--- src/m9rv_pkg.sv ---
`timescale 1ns / 1ps
// Shared types and constants for the median-of-nine ratiometric voltmeter.
// No dependencies; imported by median9_ratiometric_voltmeter.
package m9rv_pkg;

   // Sample window geometry
   localparam int WINDOW_LEN  = 9;
   localparam int SLOT_W      = $clog2(WINDOW_LEN);
   localparam int SORT_LANES  = (WINDOW_LEN - 1) / 2;
   localparam int MEDIAN_SLOT = (WINDOW_LEN - 1) / 2;

   typedef logic [SLOT_W-1:0] slot_type;

   localparam slot_type LAST_SLOT = slot_type'(WINDOW_LEN - 1);

   // Configuration registers
   localparam int CSR_W     = 16;
   localparam int CSR_IDX_W = 1;

   typedef logic [CSR_IDX_W-1:0] csr_index_type;

   localparam csr_index_type CSR_REFRESH_PERIOD = 1'd0;
   localparam csr_index_type CSR_SCALE          = 1'd1;

   localparam logic [CSR_W-1:0] REFRESH_PERIOD_RST = 16'd300;
   localparam logic [CSR_W-1:0] SCALE_RST          = 16'd1800;

   // Output voltage
   localparam int VOLT_W = 15;
   localparam logic [VOLT_W-1:0] VOLT_MAX = 15'h7FFF;

   // Request opcodes
   localparam logic OP_SAMPLE = 1'b0;
   localparam logic OP_TICK   = 1'b1;

   typedef enum logic [3:0] {
      ST_IDLE,
      ST_DECODE,
      ST_SORT,
      ST_ACCUM,
      ST_DIV_IN,
      ST_DIV_REF,
      ST_MUL,
      ST_DIV_V,
      ST_DONE
   } state_type;

endpackage

--- src/median9_ratiometric_voltmeter.sv ---
`timescale 1ns / 1ps
// Median-of-nine ratiometric voltmeter: window sort, channel sums, shared divider.
// Depends on m9rv_pkg.
//
// Usage
//   req_*  : one request per converter sample (req_op = OP_SAMPLE, req_sample)
//            or per millisecond tick (req_op = OP_TICK). req_ready is high only
//            while the sequencer is idle; one request is handled at a time.
//   rsp_*  : exactly one response per request: the held voltage, a flag when
//            the request closed a refresh period, a no-data flag, and the
//            channel to sample next.
//   csr_*  : register writes (index 0 refresh period, index 1 scale in mV),
//            always ready; write only while no request is in flight.
// Work per request (from request accept to the response)
//   plain sample or tick              : decode only
//   sample that completes the window  : 9 odd-even sort passes, then accumulate
//   tick that refreshes with data     : input average, reference average, ratio,
//     one after another on the one-bit-per-cycle restoring divider, shared by
//     the two channel averages and the final ratio; DIV_W is the dividend width.
// Requests do not overlap: the next request is taken in idle, after the response
// register is loaded; a new request waits until the last one is done.
// Reset clears sums, counts, window fill, timer, held voltage and restores
// the register defaults. A stalled rsp_ready holds the response register; the
// block still takes and works one more request, then waits in its final state
// until the held response is taken, and no request is taken meanwhile.
module median9_ratiometric_voltmeter
   import m9rv_pkg::*;
#(
   parameter int SAMPLE_BITS = 10,
   parameter int COUNT_BITS  = 16
) (
   input  logic                   clock,
   input  logic                   reset,
   // request channel
   input  logic                   req_valid,
   output logic                   req_ready,
   input  logic                   req_op,
   input  logic [SAMPLE_BITS-1:0] req_sample,
   // response channel
   output logic                   rsp_valid,
   input  logic                   rsp_ready,
   output logic [VOLT_W-1:0]      rsp_voltage_mv,
   output logic                   rsp_reading_done,
   output logic                   rsp_no_data_error,
   output logic                   rsp_next_channel,
   // register write channel
   input  logic                   csr_valid,
   output logic                   csr_ready,
   input  csr_index_type          csr_index,
   input  logic [CSR_W-1:0]       csr_data
);

   localparam int SUM_W  = SAMPLE_BITS + COUNT_BITS;
   localparam int PROD_W = SAMPLE_BITS + CSR_W;
   localparam int DIV_W  = (SUM_W > PROD_W) ? SUM_W : PROD_W;
   localparam int DVS_W  = (COUNT_BITS > SAMPLE_BITS) ? COUNT_BITS : SAMPLE_BITS;
   localparam int DCNT_W = $clog2(DIV_W);

   localparam logic [COUNT_BITS-1:0] COUNT_MAX = {COUNT_BITS{1'b1}};
   localparam logic [DCNT_W-1:0]     DIV_LAST  = DCNT_W'(DIV_W - 1);

   // ---------------------------------------------------------------------
   // Registers
   // ---------------------------------------------------------------------
   state_type state_ff, state_in;

   logic [CSR_W-1:0]       period_ff;
   logic [CSR_W-1:0]       scale_ff;

   logic                   op_ff;
   logic [SAMPLE_BITS-1:0] sample_ff;

   logic [SAMPLE_BITS-1:0] window_ff [WINDOW_LEN];
   logic [SAMPLE_BITS-1:0] window_sorted [WINDOW_LEN];
   slot_type               fill_ff;
   slot_type               sort_cnt_ff;

   logic                   phase_ff;
   logic [SUM_W-1:0]       in_sum_ff;
   logic [SUM_W-1:0]       ref_sum_ff;
   logic [COUNT_BITS-1:0]  in_count_ff;
   logic [COUNT_BITS-1:0]  ref_count_ff;
   logic [CSR_W-1:0]       elapsed_ff;
   logic [VOLT_W-1:0]      held_ff;
   logic                   done_ff;
   logic                   err_ff;

   // shared restoring divider
   logic [DIV_W-1:0]       quo_ff;
   logic [DVS_W-1:0]       rem_ff;
   logic [DVS_W-1:0]       dvs_ff;
   logic [DCNT_W-1:0]      div_cnt_ff;
   logic [SAMPLE_BITS-1:0] avg_in_ff;
   logic [SAMPLE_BITS-1:0] avg_ref_ff;

   logic                   rsp_valid_ff;

   // ---------------------------------------------------------------------
   // Combinational datapath
   // ---------------------------------------------------------------------
   logic               refresh_hit;
   logic               no_data;
   logic [DVS_W:0]     div_shifted;
   logic [DVS_W+1:0]   div_diff;
   logic               div_fits;
   logic [DVS_W-1:0]   rem_next;
   logic [DIV_W-1:0]   quo_next;
   logic [PROD_W-1:0]  product;
   logic [SAMPLE_BITS-1:0] median;

   assign refresh_hit = (op_ff == OP_TICK) && (elapsed_ff >= period_ff);
   assign no_data     = (in_count_ff == '0) || (ref_count_ff == '0);

   // One quotient bit per cycle: shift in the next dividend bit, try to subtract.
   assign div_shifted = {rem_ff, quo_ff[DIV_W-1]};
   assign div_diff    = {1'b0, div_shifted} - {2'b00, dvs_ff};
   assign div_fits    = !div_diff[DVS_W+1];
   assign rem_next    = div_fits ? div_diff[DVS_W-1:0] : div_shifted[DVS_W-1:0];
   assign quo_next    = {quo_ff[DIV_W-2:0], div_fits};

   assign product = PROD_W'(avg_in_ff) * PROD_W'(scale_ff);
   assign median  = window_ff[MEDIAN_SLOT];

   // One odd-even transposition pass; nine passes fully order the window.
   always_comb begin
      window_sorted = window_ff;
      for (int k = 0; k < SORT_LANES; k++) begin
         if (!sort_cnt_ff[0]) begin
            if (window_ff[2*k] > window_ff[2*k+1]) begin
               window_sorted[2*k]   = window_ff[2*k+1];
               window_sorted[2*k+1] = window_ff[2*k];
            end
         end else begin
            if (window_ff[2*k+1] > window_ff[2*k+2]) begin
               window_sorted[2*k+1] = window_ff[2*k+2];
               window_sorted[2*k+2] = window_ff[2*k+1];
            end
         end
      end
   end

   // ---------------------------------------------------------------------
   // Sequencer: next state
   // ---------------------------------------------------------------------
   logic div_last;
   logic rsp_load;
   logic period_end;

   always_comb begin
      state_in = state_ff;
      unique case (state_ff)
         ST_IDLE: begin
            if (req_valid) state_in = ST_DECODE;
         end
         ST_DECODE: begin
            priority if (op_ff == OP_SAMPLE) begin
               state_in = (fill_ff == LAST_SLOT) ? ST_SORT : ST_DONE;
            end else if (!refresh_hit || no_data) begin
               state_in = ST_DONE;
            end else begin
               state_in = ST_DIV_IN;
            end
         end
         ST_SORT: begin
            if (sort_cnt_ff == LAST_SLOT) state_in = ST_ACCUM;
         end
         ST_ACCUM:   state_in = ST_DONE;
         ST_DIV_IN: begin
            if (div_last) state_in = ST_DIV_REF;
         end
         ST_DIV_REF: begin
            if (div_last) state_in = ST_MUL;
         end
         ST_MUL:     state_in = (avg_ref_ff == '0) ? ST_DONE : ST_DIV_V;
         ST_DIV_V: begin
            if (div_last) state_in = ST_DONE;
         end
         ST_DONE: begin
            if (rsp_load) state_in = ST_IDLE;
         end
         default:    state_in = ST_IDLE;
      endcase
   end

   // ---------------------------------------------------------------------
   // Sequencer: control outputs
   // ---------------------------------------------------------------------
   always_comb begin
      req_ready  = (state_ff == ST_IDLE);
      rsp_load   = (state_ff == ST_DONE) && (!rsp_valid_ff || rsp_ready);
      div_last   = (div_cnt_ff == DIV_LAST);
      period_end = ((state_ff == ST_DECODE) && refresh_hit && no_data)
                || ((state_ff == ST_MUL) && (avg_ref_ff == '0))
                || ((state_ff == ST_DIV_V) && div_last);
   end

   assign csr_ready = 1'b1;
   assign rsp_valid = rsp_valid_ff;

   always_ff @(posedge clock) begin
      if (reset) begin
         state_ff <= ST_IDLE;
      end else begin
         state_ff <= state_in;
      end
   end

   // ---------------------------------------------------------------------
   // Configuration registers
   // ---------------------------------------------------------------------
   always_ff @(posedge clock) begin
      if (reset) begin
         period_ff <= REFRESH_PERIOD_RST;
         scale_ff  <= SCALE_RST;
      end else if (csr_valid) begin
         unique case (csr_index)
            CSR_REFRESH_PERIOD: period_ff <= csr_data;
            CSR_SCALE:          scale_ff  <= csr_data;
            default: ;
         endcase
      end
   end

   // ---------------------------------------------------------------------
   // Request capture and sample window
   // ---------------------------------------------------------------------
   always_ff @(posedge clock) begin
      if (req_valid && req_ready) begin
         op_ff     <= req_op;
         sample_ff <= req_sample;
      end
      // store the sample at the fill slot, then sort in place when full
      if ((state_ff == ST_DECODE) && (op_ff == OP_SAMPLE)) begin
         window_ff[fill_ff] <= sample_ff;
      end else if (state_ff == ST_SORT) begin
         window_ff <= window_sorted;
      end
      if (state_ff == ST_DECODE) begin
         sort_cnt_ff <= '0;
      end else if (state_ff == ST_SORT) begin
         sort_cnt_ff <= sort_cnt_ff + 1'b1;
      end
   end

   // ---------------------------------------------------------------------
   // Channel accumulation, timer and held reading
   // ---------------------------------------------------------------------
   always_ff @(posedge clock) begin
      if (reset) begin
         fill_ff      <= '0;
         phase_ff     <= 1'b0;
         in_sum_ff    <= '0;
         ref_sum_ff   <= '0;
         in_count_ff  <= '0;
         ref_count_ff <= '0;
         elapsed_ff   <= '0;
         held_ff      <= '0;
         done_ff      <= 1'b0;
         err_ff       <= 1'b0;
      end else begin
         if (state_ff == ST_DECODE) begin
            done_ff <= 1'b0;
            err_ff  <= 1'b0;
            if (op_ff == OP_SAMPLE) begin
               if (fill_ff != LAST_SLOT) fill_ff <= fill_ff + 1'b1;
            end else if (refresh_hit) begin
               elapsed_ff <= '0;
               done_ff    <= 1'b1;
               err_ff     <= no_data;
               if (no_data) held_ff <= '0;
            end else begin
               elapsed_ff <= elapsed_ff + 1'b1;
            end
         end
         // add the median to the active channel; drop it once the count is full
         if (state_ff == ST_ACCUM) begin
            if (phase_ff) begin
               if (ref_count_ff != COUNT_MAX) begin
                  ref_sum_ff   <= ref_sum_ff + SUM_W'(median);
                  ref_count_ff <= ref_count_ff + 1'b1;
               end
            end else begin
               if (in_count_ff != COUNT_MAX) begin
                  in_sum_ff   <= in_sum_ff + SUM_W'(median);
                  in_count_ff <= in_count_ff + 1'b1;
               end
            end
            phase_ff <= !phase_ff;
            fill_ff  <= '0;
         end
         // zero reference average saturates the reading
         if ((state_ff == ST_MUL) && (avg_ref_ff == '0)) begin
            held_ff <= VOLT_MAX;
         end
         if ((state_ff == ST_DIV_V) && div_last) begin
            held_ff <= (|quo_next[DIV_W-1:VOLT_W]) ? VOLT_MAX : quo_next[VOLT_W-1:0];
         end
         if (period_end) begin
            in_sum_ff    <= '0;
            ref_sum_ff   <= '0;
            in_count_ff  <= '0;
            ref_count_ff <= '0;
            fill_ff      <= '0;
         end
      end
   end

   // ---------------------------------------------------------------------
   // Shared divider: input average, reference average, then the ratio
   // ---------------------------------------------------------------------
   always_ff @(posedge clock) begin
      priority if ((state_ff == ST_DECODE) && refresh_hit && !no_data) begin
         quo_ff     <= DIV_W'(in_sum_ff);
         dvs_ff     <= DVS_W'(in_count_ff);
         rem_ff     <= '0;
         div_cnt_ff <= '0;
      end else if ((state_ff == ST_DIV_IN) && div_last) begin
         avg_in_ff  <= quo_next[SAMPLE_BITS-1:0];
         quo_ff     <= DIV_W'(ref_sum_ff);
         dvs_ff     <= DVS_W'(ref_count_ff);
         rem_ff     <= '0;
         div_cnt_ff <= '0;
      end else if ((state_ff == ST_DIV_REF) && div_last) begin
         avg_ref_ff <= quo_next[SAMPLE_BITS-1:0];
      end else if (state_ff == ST_MUL) begin
         quo_ff     <= DIV_W'(product);
         dvs_ff     <= DVS_W'(avg_ref_ff);
         rem_ff     <= '0;
         div_cnt_ff <= '0;
      end else if ((state_ff == ST_DIV_IN) || (state_ff == ST_DIV_REF)
                || (state_ff == ST_DIV_V)) begin
         quo_ff     <= quo_next;
         rem_ff     <= rem_next;
         div_cnt_ff <= div_cnt_ff + 1'b1;
      end
   end

   // ---------------------------------------------------------------------
   // Response register: hold until taken
   // ---------------------------------------------------------------------
   always_ff @(posedge clock) begin
      if (reset) begin
         rsp_valid_ff <= 1'b0;
      end else if (rsp_load) begin
         rsp_valid_ff <= 1'b1;
      end else if (rsp_ready) begin
         rsp_valid_ff <= 1'b0;
      end
   end

   always_ff @(posedge clock) begin
      if (rsp_load) begin
         rsp_voltage_mv    <= held_ff;
         rsp_reading_done  <= done_ff;
         rsp_no_data_error <= err_ff;
         rsp_next_channel  <= phase_ff;
      end
   end

endmodule

--- config.mk ---
export PLATFORM = sky130hd
export DESIGN_NAME = median9_ratiometric_voltmeter
export DESIGN_NICKNAME = d
export VERILOG_FILES = /design/src/m9rv_pkg.sv /design/src/median9_ratiometric_voltmeter.sv
export SDC_FILE = /design/constraint.sdc
export NUM_CORES = 1
export LEC_CHECK = 0
export ABC_AREA = 0
export BUFFER_PORTS_ARGS = -buffer_cell sky130_fd_sc_hd__clkbuf_2
export CORE_MARGIN = 3
export CORE_UTILIZATION = 41
export CTS_BUF_LIST = sky130_fd_sc_hd__clkbuf_2 sky130_fd_sc_hd__clkbuf_4 sky130_fd_sc_hd__clkbuf_8
export DETAILED_ROUTE_END_ITERATION = 7
export PLACE_DENSITY = 0.65
export SYNTH_ARGS = -nofsm -noshare
export SYNTH_HDL_FRONTEND = slang
export SYNTH_SLANG_ARGS = --single-unit
--- constraint.sdc ---
create_clock -name clock -period 6.32 [get_ports clock]
set_clock_uncertainty 0.05 [all_clocks]
set_input_delay 0.316 -clock clock [delete_from_list [all_inputs] [get_ports clock]]
set_output_delay 0.316 -clock clock [all_outputs]
set_load 0.1 [all_outputs]
==> results of run 1 <==
sequential cells by signal (all words and copies together), names as in the netlist, 26 cells and up:
signal,flops
in_sum_ff,26
window_ff,80
ref_sum_ff,26
quo_ff,26
cell type report:
class | count | area [µm²]
clock buffers | 92 | 1180
fillers | 5692 | 32700
flip-flops and latches | 365 | 9120
well taps | 782 | 978
clock inverters | 27 | 195
multi-input cells | 1943 | 14300
repair buffers | 120 | 838
inverters | 295 | 1110
power groups by stage:
stage,Clock [mW],Combinational (mW),Sequential (mW)
after global routing,2.51,1.50,2.69
after global placement,0,1.27,2.73
after CTS,2.42,1.32,2.68
final,2.35,1.33,2.68
after floorplan,0,1.02,2.70
after detailed placement,0,1.29,2.73
cells by family (layout without fill, tap and decap cells):
family	Yosys count	count (layout)	share of synthesized area, %
mux	19	19	0.758
buf+inv	431	534	6.57
other cells	1	1	0.0149
flops	365	365	36.3
xor+xnor	115	115	4.01
fa+ha+maj	319	319	19.3
simple gates	924	924	17.3
compound gates	565	565	15.7
how the worst max path moves through the flow:
stage                                 from                   end  slack, ps  cells past startpoint
floorplan           avg_in_ff[3]$_DFFE_PP_  quo_ff[24]$_DFFE_PP_        690                     19
global placement    avg_in_ff[6]$_DFFE_PP_  quo_ff[24]$_DFFE_PP_        380                     17
detailed placement  avg_in_ff[3]$_DFFE_PP_  quo_ff[23]$_DFFE_PP_        320                     18
CTS                 avg_in_ff[7]$_DFFE_PP_  quo_ff[24]$_DFFE_PP_        320                     17
global route        avg_in_ff[9]$_DFFE_PP_  quo_ff[23]$_DFFE_PP_         20                     18
finish              avg_in_ff[3]$_DFFE_PP_  quo_ff[23]$_DFFE_PP_        390                     19
layer usage:
metal | vias to the layer above | GRT usage, % | wire [µm]
met5 | - | 0 | 0
met4 | 0 | 8.26 | 2540
met3 | 179 | 3.43 | 4030
met2 | 732 | 33.3 | 30700
met1 | 9988 | 27.5 | 28900
li1 | 9690 | - | -
through the flow:
stage          power (mW)  util, %
2_1_floorplan        3.71        -
3_3_place_gp         3.99     43.0
3_5_place_dp         4.02     43.0
4_1_cts              6.42     45.7
5_1_grt              6.71     45.9
6_report             6.37     45.9
worst max-delay path: cells and delay by family (launching register included):
| kind | cells | cell delay (ps) |
|---|---|---|
| AND/OR/NAND/NOR | 5 | 950 |
| adder cells (fa/ha/maj) | 6 | 2930 |
| buffers and inverters | 5 | 440 |
| multiplexers | 1 | 230 |
| flip-flops | 1 | 590 |
| AO/OA/AOI/OAI | 2 | 470 |
repair_timing:
action | CTS | global route
gates resized for setup | 0 | 1
setup buffers | 0 | 14
setup endpoints to repair | 0 | 5
hold buffers | 27 | 0
hold endpoints to repair | 43 | 0
synthesized netlist by cell type (12+ instances only):
cell,number
nor2b_1,17
a221o_1,45
nor2_1,199
mux2i_1,19
o21a_1,17
nor4_1,15
a222oi_1,17
xnor2_1,72
a21oi_1,138
o21ai_0,106
buf_2,15
and2_1,92
a211oi_1,39
a22o_1,28
nor3_1,49
inv_1,293
edfxtp_1,181
nand2_1,353
xor2_1,43
nand4_1,40
nand3b_1,12
nand3_1,73
a22oi_1,34
fa_1,113
and3_1,15
a21o_1,35
nand2b_1,13
ha_1,206
or3_1,12
clkbuf_1,111
dfxtp_1,184
==> results.yml, run 1 <==
grt:
  grt_pass1_vias: 20200
  grt_max_degree: 57
  grt_pass1_wl_mm: 107
  grt_overflow: 0
  grt.total_usage_pct: 20.6
  antenna_found_initial: 0
setup_path:
  reg2reg_to: "quo_ff[23]$_DFFE_PP_"
  worstPathCellList: "buf_4 > nand2_1 > fa_1 > inv_1 > fa_1 > fa_1 > fa_1 > inv_1 > fa_1 > inv_1 > ha_1 > inv_1 > or3_1 > nand3b_1 > a21oi_1 > o21ai_0 > nand4b_1 > mux2i_1 > nand3_1"
  end_kind: "register"
  path_common_cell: "fa_1"
  reg2reg_slack_ps: 390
  worst_ep_required_time_ps: 6670
  cp.arrival_ps: 6280
  slowest_delay_ps: 590
  critPathKind: "register to register"
  reg2reg_depth: 19
  r2r-start: "avg_in_ff[3]$_DFFE_PP_"
  critical_path.max_fanout: 12
  crit_path_top_delay_cell: "edfxtp_1"
  startpoint_type: "register"
power:
  p_sw_share_pct: 30.8
  p_int_mw: 4.40
  peakVddDrop_uv: 159
  pwr-share-clk_pct: 37.0
  switching_power_mw: 1.96
  p_leak_nw: 11.8
  pwr-share-seq_pct: 42.2
  p_per_area_nw_per_um2: 229
  power.share.combinational_pct: 20.9
timing:
  rsz0062_at_grt: "false"
  setup_tns_ps: 0
  fin_crit_ps: 5930
  hold_viol_final: 0
  worst_slew_pin_slew_ps: 1300
  hold_ws_ps: 23.4
  max_freq_mhz: 169
  drv_slew: 0
  finalWorstSetupSlack_ps: 391
  timing.final.crit_share_pct: 93.8
  setup-violations-final: 0
  slew_headroom_pct: 13.0
cts:
  clock_latency_ps: 660
  cts_tree: "built"
  cts_sinks: 365
  htree_num_levels: 3
  cts_buffers: 66
  cts_buffer_depth: 3
  cts_root_buffer: "clkbuf_8"
  path_clk_slew_ps: 70
yosys:
  syn-cell-area_um2: 25100
  yosysSeqAreaShare_pct: 36.3
  avgSynthCellArea_um2: 9.16
  ys_types: 83
  ys_ff_latch: 365
  synth_nets: 3091
  async_flop_share_pct: 0
  synth_top_cell_by_area: "edfxtp_1"
  syn_inst: 2739
  ys.flop_type: "dfxtp_1"
  synth_edf_count: 181
  yosysWarningCount: 0
  synth_top_cells_by_area: "edfxtp_1 (22%), dfxtp_1 (15%), ha_1 (10%), fa_1 (9.0%), nand2_1 (5.3%)"
  post-synth-top-area-fraction_pct: 21.7
worst_hold_path:
  hold_path_depth: 3
  holdPathEnd: "rsp_valid$_SDFFE_PP0P_"
  hp-class: "input pin to register"
  min_from: "rsp_ready"
job:
  cap_viol_max_count: 0
final_layout:
  final_common_cell: "nand2_1"
  stdcell_count: 3624
  final_cell_mix: "nand2_1 (352), inv_1 (293), ha_1 (206)"
  area_delta_synth_final_pct: 10.6
  nets: 3143
  antennaDiodeCount: 0
  drive_gt1_share_pct: 8.06
  finish.instance_area_um2: 27800
placed_design:
  dp.cells: 3464
  post-place-ws_ps: 323
  dpl_cell_area_um2: 26000
  gp_congestion: 0.898
  place_hpwl_mm: 48.3
  io_buffers: 52
run_status:
  status: "complete, no violations"
drt:
  first_iter_violations: 1948
  post_drt_wl_per_cell_um: 18.3
  wl_mm: 66.2
  viasPerCell: 5.68
  vias: 20600
  drc_errors: 0
  postRouteAntennaNets: 0
  dr.pass1.iters: 8
floorplanning:
  io_pins: 54
  die_area_um2: 64200
  fp.dieW_um: 253
  start_util_pct: 41.5
  core_um2: 60500
  rows: 90
  dieHeight_um: 253
Power figures use the tool's default switching activity.
==> run 2, diff against run 1 <==
Settings changed: ABC_CLOCK_PERIOD_IN_PS set to 5000, CORE_ASPECT_RATIO set to 0.5, PLACE_DENSITY 0.65 to 0.67.
Clock period 6.32 ns to 5 ns, I/O delays scaled along.
==> results.yml, run 2 (same netlist as run 1, synthesis figures left out) <==
cts:
  htree_num_levels: 2
  cts_buffers: 56
  cts_sinks: 365
  clock_latency_ps: 680
  cts_root_buffer: "clkbuf_8"
  cts_buffer_depth: 3
  cts_tree: "built"
  path_clk_slew_ps: 70
final_layout:
  antennaDiodeCount: 0
  final_common_cell: "nand2_1"
  finish.instance_area_um2: 28900
  largest_reg_flops: 80
  nets: 3224
  top_register: "window_ff"
  drive_gt1_share_pct: 13.6
  nFillCells: 5600
  final_cell_mix: "nand2_1 (339), inv_1 (283), ha_1 (194)"
  area_delta_synth_final_pct: 15.0
  utilization_pct: 48.2
timing:
  hold_ws_ps: 52.8
  setup_tns_ps: -4980
  rsz0062_at_grt: "true"
  worst_slew_pin_slew_ps: 1280
  timing.final.crit_share_pct: 111
  hold_viol_final: 0
  drv_slew: 0
  finalWorstSetupSlack_ps: -539
  setup-violations-final: 16
  slew_headroom_pct: 14.3
  max_freq_mhz: 181
  fin_crit_ps: 5540
power:
  p_leak_nw: 12.2
  p_per_area_nw_per_um2: 289
  p_int_mw: 5.72
  pwr-share-seq_pct: 40.5
  pwr-share-clk_pct: 32.8
  power.share.combinational_pct: 26.8
  p_sw_share_pct: 31.5
  peakVddDrop_uv: 216
  switching_power_mw: 2.63
drt:
  wl_met2_mm: 28.2
  wl_met1_mm: 31.6
  wl_mm: 66.3
  postRouteAntennaNets: 0
  wl_met3_mm: 4.85
  first_iter_violations: 1768
  top_layer_used: "met4"
  dr.pass1.iters: 7
  post_drt_wl_per_cell_um: 17.8
  drc_errors: 0
  viasPerCell: 5.49
  vias: 20500
floorplanning:
  dieHeight_um: 181
  rows: 63
  fp.dieW_um: 356
  io_pins: 54
  die_area_um2: 64400
  start_util_pct: 41.9
  core_um2: 59900
grt:
  grt_pass1_wl_mm: 107
  grt_overflow: 0
  antenna_found_initial: 0
  grt_max_degree: 57
  grt_pass1_vias: 20000
  grt.total_usage_pct: 20.4
worst_hold_path:
  hold_path_depth: 5
  hp-class: "input pin to register"
setup_path:
  cp.buffers_inverters: 5
  crit_path_top_delay_cell: "fa_1"
  path_common_cell: "fa_1"
  path_delay_family: "adder cells"
  worst_ep_required_time_ps: 5370
  reg2reg_depth: 20
  end_kind: "register"
  critical_path.max_fanout: 5
  cp.depth: 20
  worstPathCellList: "buf_6 > and2_4 > fa_2 > fa_1 > inv_1 > fa_1 > inv_2 > fa_1 > inv_2 > fa_1 > inv_2 > ha_4 > a21oi_4 > o211ai_1 > nand3b_1 > a21oi_4 > o41a_1 > a21oi_1 > nor3_1 > or3_1"
  slowest_delay_ps: 550
  startpoint_type: "register"
  cp.arrival_ps: 5910
  critPathKind: "register to register"
placed_design:
  dpl_cell_area_um2: 26900
  place_hpwl_mm: 49.4
  post-place-ws_ps: -580
  io_buffers: 52
  gp_congestion: 0.912
job:
  cap_viol_max_count: 0
run_status:
  status: "finished, violations left"
  violations: "setup timing"
==> run 2: path summary, 6_finish.rpt <==
check                                start                           end  slack, ps
hold reg to reg   held_ff[11]$_SDFFE_PP0P_  rsp_voltage_mv[11]$_DFFE_PP_        390
hold / removal                   csr_index     period_ff[7]$_SDFFE_PP0P_         50
setup reg to reg    avg_in_ff[6]$_DFFE_PP_          quo_ff[25]$_DFFE_PP_       -540
setup / recovery    avg_in_ff[6]$_DFFE_PP_          quo_ff[25]$_DFFE_PP_       -540
==> run 2: metrics by stage <==
step	std cells	total power, mW
finish	3731	8.35
global route	3731	8.81
CTS	3725	8.26
detailed placement	3579	5.41
global placement	3579	5.37
floorplan	2739	4.77
==> run 2: final cells by class <==
class	count	area, µm²	area share [%]
Multi-Input combinational cell	1943	14800	51.2
Sequential cell	365	9120	31.6
Timing Repair Buffer	211	1630	5.64
Inverter	295	1110	3.84
Clock buffer	89	1050	3.64
Tap cell	812	1020	3.52
Clock inverter	16	161	0.559
==> run 2: routing by layer <==
metal	vias to the layer above	global-route usage [%]
met3	118	3.92
met1	9877	29.9
met4	0	5.49
li1	9831	-
met2	665	30.5
met5	-	0
==> run 2: tightest hold or removal path, cell delays in order <==
cell and delay, ps:
clkbuf_2 110, nor2b_1 40, buf_4 190, nand2_1 80
a21oi_1 50
==> run 2: repair_timing <==
action	in CTS	in global routing
setup endpoints to repair	18	19
endpoints found under the hold margin	45	0
buffers inserted	12	8
gates resized for setup	45	56
gates cloned	0	0
hold buffers	29	0
pin swaps	32	36
==> run 2: power groups by stage <==
stage | Sequential, mW | Combinational (mW) | Clock (mW)
global route | 3.39 | 2.49 | 2.92
detailed placement | 3.44 | 1.97 | 0
finish | 3.38 | 2.23 | 2.74
global placement | 3.44 | 1.94 | 0
floorplan | 3.41 | 1.36 | 0
CTS | 3.38 | 2.09 | 2.79
==> run 3, diff against run 2 <==
Settings changed: CELL_PAD_IN_SITES_DETAIL_PLACEMENT set to 0, CELL_PAD_IN_SITES_GLOBAL_PLACEMENT set to 1, PLACE_DENSITY 0.67 to 0.8.
==> results.yml, run 3 (same netlist as run 1, synthesis figures left out) <==
drt:
  viasPerCell: 5.46
  dr.pass1.iters: 6
  vias: 20400
  first_iter_violations: 1865
  post_drt_wl_per_cell_um: 18.1
  wl_mm: 67.6
  drc_errors: 0
  postRouteAntennaNets: 0
cts:
  cts_buffers: 56
  cts_tree: "built"
  cts_root_buffer: "clkbuf_8"
  cts_sinks: 365
  cts_buffer_depth: 3
  clock_latency_ps: 650
  htree_num_levels: 2
  path_clk_slew_ps: 80
timing:
  setup-violations-final: 16
  hold_ws_ps: 91.2
  slew_headroom_pct: 14.9
  finalWorstSetupSlack_ps: -517
  fin_crit_ps: 5520
  timing.final.crit_share_pct: 110
  drv_slew: 0
  worst_slew_pin_slew_ps: 1270
  hold_viol_final: 0
  max_freq_mhz: 181
  setup_tns_ps: -5000
  rsz0062_at_grt: "true"
final_layout:
  drive_gt1_share_pct: 13.5
  top_register: "window_ff"
  final_cell_mix: "nand2_1 (342), inv_1 (279), nor2_1 (197), ha_1 (197), edfxtp_1 (181)"
  nets: 3237
  area_delta_synth_final_pct: 15.0
  largest_reg_flops: 80
  nFillCells: 5674
  final_common_cell: "nand2_1"
floorplanning:
  start_util_pct: 41.9
  rows: 63
  die_area_um2: 64400
  core_um2: 59900
  dieHeight_um: 181
  fp.dieW_um: 356
  io_pins: 54
grt:
  antenna_found_initial: 2
  grt_pass1_vias: 20200
  grt_overflow: 0
  grt_max_degree: 57
  grt_pass1_wl_mm: 109
  grt.total_usage_pct: 20.8
setup_path:
  cp.arrival_ps: 5840
  worst_ep_required_time_ps: 5320
  startpoint_type: "register"
  critical_path.max_fanout: 3
  reg2reg_to: "quo_ff[25]$_DFFE_PP_"
  reg2reg_slack_ps: -520
  end_kind: "register"
  critPathKind: "register to register"
  r2r-start: "avg_in_ff[1]$_DFFE_PP_"
  reg2reg_depth: 21
power:
  p_per_area_nw_per_um2: 286
  p_leak_nw: 12.3
  peakVddDrop_uv: 178
run_status:
  violations: "setup timing"
  status: "finished, violations left"
worst_hold_path:
  hp-class: "input pin to register"
  holdPathEnd: "period_ff[0]$_SDFFE_PP0P_"
  hold_path_depth: 4
  min_from: "csr_valid"
placed_design:
  io_buffers: 52
  place_hpwl_mm: 50.2
  gp_congestion: 0.891
job:
  cap_viol_max_count: 0
## run 3: cell count changes in the layout (fill, tap and decap cells not counted), sizes merged
cell / before / now
clkinvlp: 1 / 0
clkbuf: 141 / 143
diode: 0 / 1
dlygate4sd3: 29 / 33
clkinv: 12 / 15
buf: 130 / 138
inv: 296 / 295
bufinv: 2 / 0
## run 3: worst max-delay path by stage
stage | depth (start not counted) | from | end
final | 21 | avg_in_ff[1]$_DFFE_PP_ | quo_ff[25]$_DFFE_PP_
after global routing | 20 | avg_in_ff[5]$_DFFE_PP_ | quo_ff[23]$_DFFE_PP_
after CTS | 19 | avg_in_ff[5]$_DFFE_PP_ | quo_ff[23]$_DFFE_PP_
after detailed placement | 19 | avg_in_ff[6]$_DFFE_PP_ | quo_ff[25]$_DFFE_PP_
after global placement | 17 | avg_in_ff[6]$_DFFE_PP_ | quo_ff[25]$_DFFE_PP_
after floorplan | 18 | avg_in_ff[1]$_DFFE_PP_ | quo_ff[25]$_DFFE_PP_
## run 3: area by class of cell
class / count / area [µm²] / area share [%]
multi-input cells: 1943 / 14700 / 50.8
flip-flops and latches: 365 / 9130 / 31.6
repair buffers: 224 / 1730 / 6.00
clock buffers: 90 / 1120 / 3.88
inverters: 295 / 1110 / 3.84
well taps: 812 / 1020 / 3.52
clock inverters: 15 / 88.8 / 0.308
diodes: 1 / 2.50 / 0.00867
## run 3: worst max-delay path, stage by stage, from the launching register on
cell,delay (ps)
edfxtp_1,440
buf_6,140
nand2_4,50
fa_1,560
inv_2,40
fa_1,490
inv_1,50
fa_1,500
inv_2,50
fa_1,550
inv_2,40
fa_1,510
inv_2,50
ha_4,230
a21oi_4,140
o211ai_1,170
nand3b_1,180
a21oi_2,80
o41a_1,360
a21oi_1,150
nor3_1,70
or3_1,340
## run 3: metrics by stage
stage	setup WS [ps]	total power, mW	cells	utilization [%]	cell area, µm²
6_report	-517	8.26	3745	48.2	28900
5_1_grt	-705	8.74	3745	48.2	28900
4_1_cts	-517	8.25	3733	47.9	28700
3_5_place_dp	-587	5.43	3582	44.9	26900
3_3_place_gp	-534	5.39	3582	44.9	26900
2_1_floorplan	-291	4.77	2739	-	25300
## run 3: repair_timing
action | 4_1_cts | 5_1_grt
pin swaps | 37 | 32
endpoints found under the hold margin | 44 | 0
hold buffers | 33 | 0
cloned | 0 | 0
resized for setup | 54 | 31
buffers inserted | 13 | 11
setup endpoints to repair | 18 | 19
## run 3: power by group
part	switching [mW]	total [mW]	leakage [nW]	internal, mW
clock network	1.27	2.70	0.658	1.43
logic	1.20	2.20	8.48	0.996
registers	0.122	3.37	3.15	3.25
## run 3: routing by layer
layer | share of wire, % | vias to the layer above | track usage (%) | wire length, µm
met1 | 48 | 9916 | 30.0 | 32300
met2 | 44 | 568 | 33.0 | 30000
met4 | 1.8 | 0 | 4.17 | 1200
met3 | 6.0 | 90 | 3.44 | 4090
li1 | - | 9863 | - | -
met5 | 0 | - | 0 | 0
